<file path="src/hdl/itst_pkg.sv">
package itst_pkg;

    // Field widths
    localparam int PIX_W     = 64;
    localparam int CELL_W    = 32;
    localparam int ZOOM_W    = 7;
    localparam int LIMIT_W   = 33;
    localparam int CFG_IDX_W = 3;
    localparam int NUM_W     = CELL_W + ZOOM_W;

    // Divider split: quotient bits resolved per pipeline stage
    localparam int DIV_STEPS  = 8;
    localparam int DIV_STAGES = CELL_W / DIV_STEPS;

    // Register indexes
    localparam logic [CFG_IDX_W-1:0] REG_VIEW_MODE = 3'd0;
    localparam logic [CFG_IDX_W-1:0] REG_ZOOM      = 3'd1;
    localparam logic [CFG_IDX_W-1:0] REG_ORIGIN_X  = 3'd2;
    localparam logic [CFG_IDX_W-1:0] REG_ORIGIN_Y  = 3'd3;
    localparam logic [CFG_IDX_W-1:0] REG_LIMIT_X   = 3'd4;
    localparam logic [CFG_IDX_W-1:0] REG_LIMIT_Y   = 3'd5;

    // Operation and view codes
    localparam logic OP_TO_TILE   = 1'b0;
    localparam logic OP_TO_SCREEN = 1'b1;
    localparam logic VIEW_ISO     = 1'b0;
    localparam logic VIEW_TOP     = 1'b1;

    // Reset values and projection constants
    localparam logic [ZOOM_W-1:0]  ZOOM_RESET  = 7'd32;
    localparam logic [LIMIT_W-1:0] LIMIT_RESET = 33'h1_0000_0000;
    localparam logic [ZOOM_W-1:0]  ISO_DIV     = 7'd40;

    typedef struct packed {
        logic                     view_mode;
        logic [ZOOM_W-1:0]        zoom;
        logic signed [PIX_W-1:0]  origin_x;
        logic signed [PIX_W-1:0]  origin_y;
        logic [LIMIT_W-1:0]       limit_x;
        logic [LIMIT_W-1:0]       limit_y;
    } t_cfg;

    // First front stage: raw differences and tile-to-screen offsets
    typedef struct packed {
        logic                     op;
        logic signed [PIX_W-1:0]  ax;
        logic signed [PIX_W-1:0]  ay;
        logic signed [PIX_W-1:0]  tx;
        logic signed [PIX_W-1:0]  mx;
        logic signed [PIX_W-1:0]  my;
    } t_diff;

    // Second front stage: signed numerators and finished screen point
    typedef struct packed {
        logic                     op;
        logic signed [PIX_W-1:0]  nx;
        logic signed [PIX_W-1:0]  ny;
        logic signed [PIX_W-1:0]  pix_x;
        logic signed [PIX_W-1:0]  pix_y;
    } t_num;

    // Divider pipeline word: partial remainder plus numerator/quotient shifter
    typedef struct packed {
        logic                     op;
        logic                     miss;
        logic [ZOOM_W-1:0]        div;
        logic [ZOOM_W-1:0]        rem_x;
        logic [ZOOM_W-1:0]        rem_y;
        logic [CELL_W-1:0]        acc_x;
        logic [CELL_W-1:0]        acc_y;
        logic signed [PIX_W-1:0]  pix_x;
        logic signed [PIX_W-1:0]  pix_y;
    } t_div;

endpackage

</file>
<file path="src/hdl/itst_if.sv">


interface itst_cfg_if;
    logic                               valid;
    logic                               ready;
    logic [itst_pkg::CFG_IDX_W-1:0]     index;
    logic [itst_pkg::PIX_W-1:0]         data;

    modport source (output valid, index, data, input ready);
    modport sink (input valid, index, data, output ready);
endinterface

</file>
<file path="src/hdl/itst_cfg.sv">
module itst_cfg (
    input  logic             i_clk,
    input  logic             i_rst_n,
    itst_cfg_if.sink         i_cfg,
    output itst_pkg::t_cfg   o_cfg
);

    itst_pkg::t_cfg r_cfg;

    // Writes are always taken
    assign i_cfg.ready = 1'b1;
    assign o_cfg       = r_cfg;

    // Load the addressed register, drop writes beyond the list
    always_ff @(posedge i_clk) begin
        if (!i_rst_n) begin
            r_cfg.view_mode <= itst_pkg::VIEW_ISO;
            r_cfg.zoom      <= itst_pkg::ZOOM_RESET;
            r_cfg.origin_x  <= '0;
            r_cfg.origin_y  <= '0;
            r_cfg.limit_x   <= itst_pkg::LIMIT_RESET;
            r_cfg.limit_y   <= itst_pkg::LIMIT_RESET;
        end else if (i_cfg.valid) begin
            unique case (i_cfg.index)
                itst_pkg::REG_VIEW_MODE: r_cfg.view_mode <= i_cfg.data[0];
                itst_pkg::REG_ZOOM:      r_cfg.zoom <= i_cfg.data[itst_pkg::ZOOM_W-1:0];
                itst_pkg::REG_ORIGIN_X:  r_cfg.origin_x <= i_cfg.data;
                itst_pkg::REG_ORIGIN_Y:  r_cfg.origin_y <= i_cfg.data;
                itst_pkg::REG_LIMIT_X:   r_cfg.limit_x <= i_cfg.data[itst_pkg::LIMIT_W-1:0];
                itst_pkg::REG_LIMIT_Y:   r_cfg.limit_y <= i_cfg.data[itst_pkg::LIMIT_W-1:0];
                default: begin
                end
            endcase
        end
    end

endmodule

</file>
<file path="src/flat_wrapper.sv">
// flat-port wrapper written by rule: the top's interface ports become plain ports
module itst_cfg_flat 
  (i_clk, i_rst_n, o_cfg, i_cfg_valid, i_cfg_index, i_cfg_data, i_cfg_ready);
  itst_cfg_if i_cfg_i ();
  input  logic i_clk;
  input  logic i_rst_n;
  output itst_pkg::t_cfg o_cfg;
  input wire logic [$bits(i_cfg_i.valid)-1:0] i_cfg_valid;
  input wire logic [$bits(i_cfg_i.index)-1:0] i_cfg_index;
  input wire logic [$bits(i_cfg_i.data)-1:0] i_cfg_data;
  output wire logic [$bits(i_cfg_i.ready)-1:0] i_cfg_ready;
  assign i_cfg_i.valid = i_cfg_valid;
  assign i_cfg_i.index = i_cfg_index;
  assign i_cfg_i.data = i_cfg_data;
  assign i_cfg_ready = i_cfg_i.ready;
  itst_cfg u_core (.i_clk(i_clk), .i_rst_n(i_rst_n), .i_cfg(i_cfg_i), .o_cfg(o_cfg));
endmodule
</file>
<file path="config.mk">
export PLATFORM = sky130hd
export DESIGN_NAME = itst_cfg_flat
export DESIGN_NICKNAME = d
export VERILOG_FILES = /design/src/hdl/itst_pkg.sv /design/src/hdl/itst_if.sv /design/src/hdl/itst_cfg.sv /design/src/flat_wrapper.sv
export SDC_FILE = /design/constraint.sdc
export NUM_CORES = 1
export LEC_CHECK = 0
export BUFFER_PORTS_ARGS = -buffer_cell sky130_fd_sc_hd__buf_2
export CAP_MARGIN = 5
export CORE_UTILIZATION = 45
export DETAILED_ROUTE_END_ITERATION = 6
export PLACE_DENSITY = 0.74
export SYNTH_ARGS = -nofsm -noshare
export SYNTH_HDL_FRONTEND = slang
export SYNTH_SLANG_ARGS = --single-unit
</file>
<file path="constraint.sdc">
create_clock -name i_clk -period 0.9 [get_ports i_clk]
set_input_delay 0.09 -clock i_clk [delete_from_list [all_inputs] [get_ports i_clk]]
set_output_delay 0.09 -clock i_clk [all_outputs]
set_load 0.01 [all_outputs]
</file>
==> results of run 1 <==
[worst min path at each step]
stage | endpoint | depth (start not counted) | startpoint | slack (ps)
detailed placement | u_core.o_cfg[169] | 3 | i_cfg_data[39] | 360
finish | u_core.o_cfg[198] | 3 | i_cfg_data[4] | 30
CTS | u_core.o_cfg[69] | 3 | i_cfg_data[3] | 10
global route | u_core.o_cfg[69] | 3 | i_cfg_data[3] | 20
floorplan | u_core.o_cfg[199] | 2 | i_cfg_data[5] | 250
global placement | u_core.o_cfg[108] | 3 | i_cfg_data[42] | 370
[logic make-up (layout without fill, tap and decap cells)]
| family | after synthesis | in the layout | synth area share, % |
|---|---|---|---|
| simple gates | 274 | 274 | 14.3 |
| flops | 202 | 202 | 53.5 |
| buf+inv | 54 | 458 | 5.49 |
| mux | 202 | 202 | 26.7 |
| other cells | 1 | 1 | 0.0496 |
[cells in the mapped netlist]
library cell / instances / area share, %
mux2i_1: 202 / 27
buf_6: 18 / 2.7
nor4b_1: 1 / 0.12
buf_2: 8 / 0.53
buf_4: 5 / 0.50
dfxtp_1: 202 / 53
clkbuf_1: 20 / 0.99
nand2_1: 263 / 13
nor2b_1: 5 / 0.41
conb_1: 1 / 0.050
buf_12: 3 / 0.79
nand4b_1: 2 / 0.23
nand4bb_1: 2 / 0.30
and4bb_1: 1 / 0.17
[cell type report]
type,count,area share [%]
clock buffer,26,4.44
clock inverter,5,0.602
multi-input combinational,477,25.0
sequential,202,34.5
tap,220,2.21
timing repair buffer,427,33.3
[per-layer routing]
layer | track usage, % | routed length (µm) | vias to the layer above
met1 | 29.5 | 9500 | 3319
met3 | 6.40 | 1730 | 71
met4 | 9.69 | 871 | 0
li1 | - | - | 3183
met2 | 49.5 | 13500 | 307
met5 | 0 | 0 | -
[cells in the final DEF (no fill, tap or decap), drive strengths merged]
master       count
clkbuf          26
nand4bb          2
dlygate4sd3     60
nand2          263
nand4b           2
bufinv           2
nor4b            1
and4bb           1
nor2b            5
conb             1
clkinv           3
dfxtp          202
mux2i          202
buf            367
[where the power goes]
part / leakage [nW] / internal (mW) / switching [mW]
Combinational: 4.32 / 1.08 / 0.939
Clock: 0.311 / 4.88 / 3.42
Sequential: 1.73 / 9.17 / 0.155
[stage by stage]
stage | std cells | hold slack [ps] | worst slack [ps]
finish | 1357 | 33.4 | -141
global route | 1357 | 19.5 | -166
CTS | 1316 | 14.2 | -144
detailed placement | 1213 | 362 | -210
global placement | 1213 | 367 | -171
floorplan | 733 | 250 | 39.0
[timing repair]
item,in CTS,in global routing
endpoints found under the hold margin,179,0
hold buffers,60,0
endpoints found under the setup margin,202,202
gates resized for setup,405,1
buffers inserted,12,41
==> metrics.md, run 1 <==
| Metric | Value |
|---|---|
| Die extent in x | `132 µm` |
| Final core occ | `75.5%` |
| FF/Latch Area | `4300 µm²` |
| Initial antenna violation count | `0` |
| Via density | `5.07` |
| GP Congestion | `0.811` |
| FF-to-FF setup slack | `20 ps` |
| Max clock buf depth | `3` |
| Element type at the critical path start | `flip-flop` |
| Status | `complete, but fails checks` |
| Total core area | `16500 µm²` |
| Flops & latches, synth | `202` |
| Max reg flops | `202` |
| Crit-path max FO | `2` |
| Layout cell share with drive strength beyond 1 | `52.6%` |
| Final WL | `25600 µm` |
| Synth unique cells | `14` |
| Mapped Nets | `803` |
| Slew Limit Fails | `0` |
| Hold Vio Cnt, Final | `0` |
| Fin crit share | `116%` |
| WP depth | `1` |
| Largest net degree at the start of global routing | `46` |
| Area of the multi-input gates | `3120 µm²` |
| Die area | `17300 µm²` |
| Clock transition at path regs | `60 ps` |
| Total gr overflow | `0` |
| Layout area overhead | `64.9%` |
| Syn Inst Count | `733` |
| Total number of vias | `6880` |
| CTS tree | `yes` |
| FF-to-FF Start | `u_core.o_cfg[178]` |
| Crit path DAT | `950 ps` |
| Power density cells | `1580 nW/µm²` |
| Finished Cell Area | `12500 µm²` |
| Io pins | `273` |
| Core Rows | `47` |
| # fillers | `985` |
| Final worst setup slack | `-141 ps` |
| Routed Antenna Nets | `0` |
| Inserted Diodes | `0` |
| Max-cap check violation count | `0` |
| CP endpoint | `o_cfg[122]` |
| DP HPWL | `13300 µm` |
| Die height | `132 µm` |
| YS warnings | `0` |
| Vias in the first global route | `7023` |
| Root Driver | `clkbuf_16` |
| Maximum VDD drop | `0.00125 V` |
| Crit path launch | `u_core.o_cfg[122]` |
| CTS sink cnt | `202` |
| R2R depth | `4` |
| IO Port Bufs | `271` |
| Buf+Inv Stages, Crit Path | `1` |
| Reg-to-reg endpoint | `u_core.o_cfg[178]` |
| Cts bufs inserted | `21` |
| CP delay by family, top | `flip-flops` |
| Total track usage | `26.8%` |
| Residual DRC | `0` |
| Hold WC Path Type | `in -> reg` |
| Critical Path Max Stage Delay | `360 ps` |
| Unrepaired setup endpoints after global routing | `true` |
| Failing checks | `setup timing` |
| Period minus WS final | `1040 ps` |
| Critical Path End Type | `output port` |
| Setup violators final | `202` |
| Pre-antenna DRT Iters | `4` |
| Setup CP Type | `reg -> out` |
| Critical Path RT | `810 ps` |
| Cell area after synthesis | `7560 µm²` |
| Leakage | `6.36 nW` |
| Fin nets | `1199` |
| Fraction of the yosys area taken by sequential cells | `53.5%` |
| Initial core utilization | `45.8%` |
| CP max-delay cell | `dfxtp_2` |
| Setup TNS Final | `-21840 ps` |
| Highest clock rate | `960 MHz` |
| First-pass GRT wire length | `37200 µm` |
| Wire per inst | `18.9 µm` |
| Post-placement cell area | `9330 µm²` |
| H-tree depth | `1` |
| Critical-path cell list | `buf_6` |
| Clock skew | `0 ps` |
| Iter 0 DRT Violations | `300` |
| Syn_area_per_cell | `10.3 µm²` |
| Overall Power | `19.7 mW` |
| Clk_lat worst skew | `470 ps` |
No activity file was read; power rests on OpenSTA's default activity.
==> inputs of run 2 (changes only) <==
--- a/config.mk
+++ b/config.mk
@@ -10,6 +10,7 @@
 export CORE_UTILIZATION = 45
 export DETAILED_ROUTE_END_ITERATION = 6
 export PLACE_DENSITY = 0.74
+export SETUP_SLACK_MARGIN = 0.5
 export SYNTH_ARGS = -nofsm -noshare
 export SYNTH_HDL_FRONTEND = slang
 export SYNTH_SLANG_ARGS = --single-unit
==> metrics.md, run 2 (synthesis gave the netlist of run 1 again) <==
| Metric | Value |
|---|---|
| Status | `complete, but fails checks` |
| Failing checks | `hold timing, setup timing` |
| Crit-path max FO | `2 (unchanged)` |
| Slew Limit Fails | `0 (unchanged)` |
| Placed insts | `1218 (+0.41%)` |
| Crit path DAT | `980 ps (+30 ps)` |
| Largest net degree at the start of global routing | `42 (-8.7%)` |
| Total core area | `16500 µm² (unchanged)` |
| Final worst setup slack | `-174 ps (-32.6 ps)` |
| Clk_lat worst skew | `490 ps (+20 ps)` |
| CTS tree | `yes` |
| DP HPWL | `13800 µm (+3.7%)` |
| Power density cells | `1550 nW/µm² (-1.8%)` |
| Hold path depth | `3 (unchanged)` |
| Fin crit share | `119% (+3.6 points)` |
| Initial core utilization | `45.8% (unchanged)` |
| First-pass GRT wire length | `36900 µm (-0.78%)` |
| Final WL | `27300 µm (+6.6%)` |
| P_sw | `4.80 mW (+6.4%)` |
| Iter 0 DRT Violations | `295 (-1.7%)` |
| Seq pwr share | `45.7% (-1.8 points)` |
| CP delay by family, top | `flip-flops` |
| Leakage | `6.68 nW (+5.0%)` |
| Die extent in x | `132 µm (unchanged)` |
| Clock skew | `0 ps (unchanged)` |
| Clk network pwr share | `43.8% (+1.5 points)` |
| Overall Power | `20.4 mW (+4.0%)` |
| Max reg flops | `202 (unchanged)` |
| Max-cap check violation count | `0 (unchanged)` |
| R2R depth | `4 (unchanged)` |
| FF-to-FF Start | `u_core.o_cfg[109]` |
| Total track usage | `26.8% (+0.068 points)` |
| Reg-to-reg endpoint | `u_core.o_cfg[109]` |
| Setup TNS Final | `-25470 ps (-3630 ps)` |
| Max clock buf depth | `3 (unchanged)` |
| Clock transition at path regs | `60 ps (about the same)` |
| Layout cell share with drive strength beyond 1 | `66.3% (+14 points)` |
| Total number of vias | `6940 (+0.87%)` |
| Combinational power share | `10.5% (+0.2 points)` |
| Setup CP Type | `reg -> out` |
| Total gr overflow | `0 (unchanged)` |
| Fin nets | `1178 (-1.8%)` |
| Io pins | `273 (unchanged)` |
| Critical Path Max Stage Delay | `380 ps (+20 ps)` |
| Pre-CTS setup slack | `-217 ps (-6.81 ps)` |
| H-tree depth | `1 (unchanged)` |
| Routed Antenna Nets | `0 (unchanged)` |
| Fin Hold WS | `-143 ps (-176 ps)` |
| Die height | `132 µm (unchanged)` |
| Final core occ | `80.0% (+4.5 points)` |
| Setup violators final | `202 (unchanged)` |
| Inserted Diodes | `0 (unchanged)` |
| Critical Path End Type | `output port` |
| Pre-antenna DRT Iters | `7 (+3)` |
| Hold Vio Cnt, Final | `154 (+154)` |
| IO Port Bufs | `271 (unchanged)` |
| Via density | `5.17 (+2.0%)` |
| Commonest non-fill, non-tap cell in the layout | `buf_6` |
| Maximum VDD drop | `0.00147 V (+18%)` |
| Critical Path RT | `810 ps (about the same)` |
| Die area | `17300 µm² (unchanged)` |
| Hold WC Path Type | `in -> reg` |
| Unrepaired setup endpoints after global routing | `true` |
| GP Congestion | `0.843 (+3.9%)` |
| FF-to-FF setup slack | `100 ps (+80 ps)` |
| Highest clock rate | `931 MHz (-3.0%)` |
| Layout area overhead | `74.7%` |
| Internal | `15.6 mW (+3.3%)` |
| Cts bufs inserted | `22 (+4.8%)` |
| Switching fraction of total power | `23.5% (+0.53 points)` |
| Finished Cell Area | `13200 µm² (+5.9%)` |
| Critical-path cell list | `buf_6` |
| Buf+Inv Stages, Crit Path | `1 (unchanged)` |
| Initial antenna violation count | `0 (unchanged)` |
| Root Driver | `clkbuf_16` |
| Hold_sp | `i_cfg_data[35]` |
| Wire per inst | `20.3 µm (+7.8%)` |
| Worst hold path endpoint | `u_core.o_cfg[165]` |
| Core Rows | `47 (unchanged)` |
| Residual DRC | `0 (unchanged)` |
| Element type at the critical path start | `flip-flop` |
| Final Instance Count excl. Fillers | `1342 (-1.1%)` |
| CTS sink cnt | `202 (unchanged)` |
| Most frequent cells in the layout | `buf_6 (269), dfxtp_2 (201), mux2i_1 (199)` |
| CP max-delay cell | `dfxtp_2` |
| Period minus WS final | `1070 ps (+32.6 ps)` |
| Vias in the first global route | `6926 (-1.4%)` |
| Post-placement cell area | `9600 µm² (+2.9%)` |
[run 2: worst max path at each step]
stage,start,to,slack (ps),cells past startpoint
floorplan,i_cfg_index[0],u_core.o_cfg[36],40,4
global placement,i_cfg_index[2],u_core.o_cfg[117],-170,5
detailed placement,i_cfg_index[1],u_core.o_cfg[44],-220,4
CTS,u_core.o_cfg[128],o_cfg[128],-150,1
global route,u_core.o_cfg[128],o_cfg[128],-200,1
finish,u_core.o_cfg[128],o_cfg[128],-170,1
[run 2: layer usage]
layer  part of all wire, %  routed length [µm]  GRT usage, %  vias up
li1                      -                   -             -     3162
met1                    37               10000          29.5     3365
met2                    52               14100          48.8      325
met4                   4.5                1220          11.1        0
met3                   7.2                1980          6.79       88
met5                     0                   0             0        -
[run 2: area by class of cell]
cell class / count / area [µm²]
well taps: 220 / 275
repair buffers: 405 / 4520
clock buffers: 31 / 656
clock inverters: 7 / 60.1
fillers: 822 / 3310
multi-input cells: 477 / 3410
flip-flops and latches: 202 / 4300
[run 2: timing repair]
item,4_1_cts,5_1_grt
endpoints found under the hold margin,186,143
pin swaps,2,6
setup buffers,27,45
gates resized for setup,314,137
endpoints found under the setup margin,404,404
cloned,9,5
[run 2: power groups by stage]
stage	Combinational (mW)	Sequential (mW)	Clock [mW]
floorplan	0.735	9.56	0
finish	2.15	9.35	8.94
global placement	1.44	9.46	0
global route	2.26	9.36	9.40
detailed placement	1.45	9.46	0
CTS	1.87	9.32	8.95
[run 2: tightest hold or removal path, cell delays in order]
cell and delay (ps):
buf_2 100, nand2_1 60, mux2i_1 60
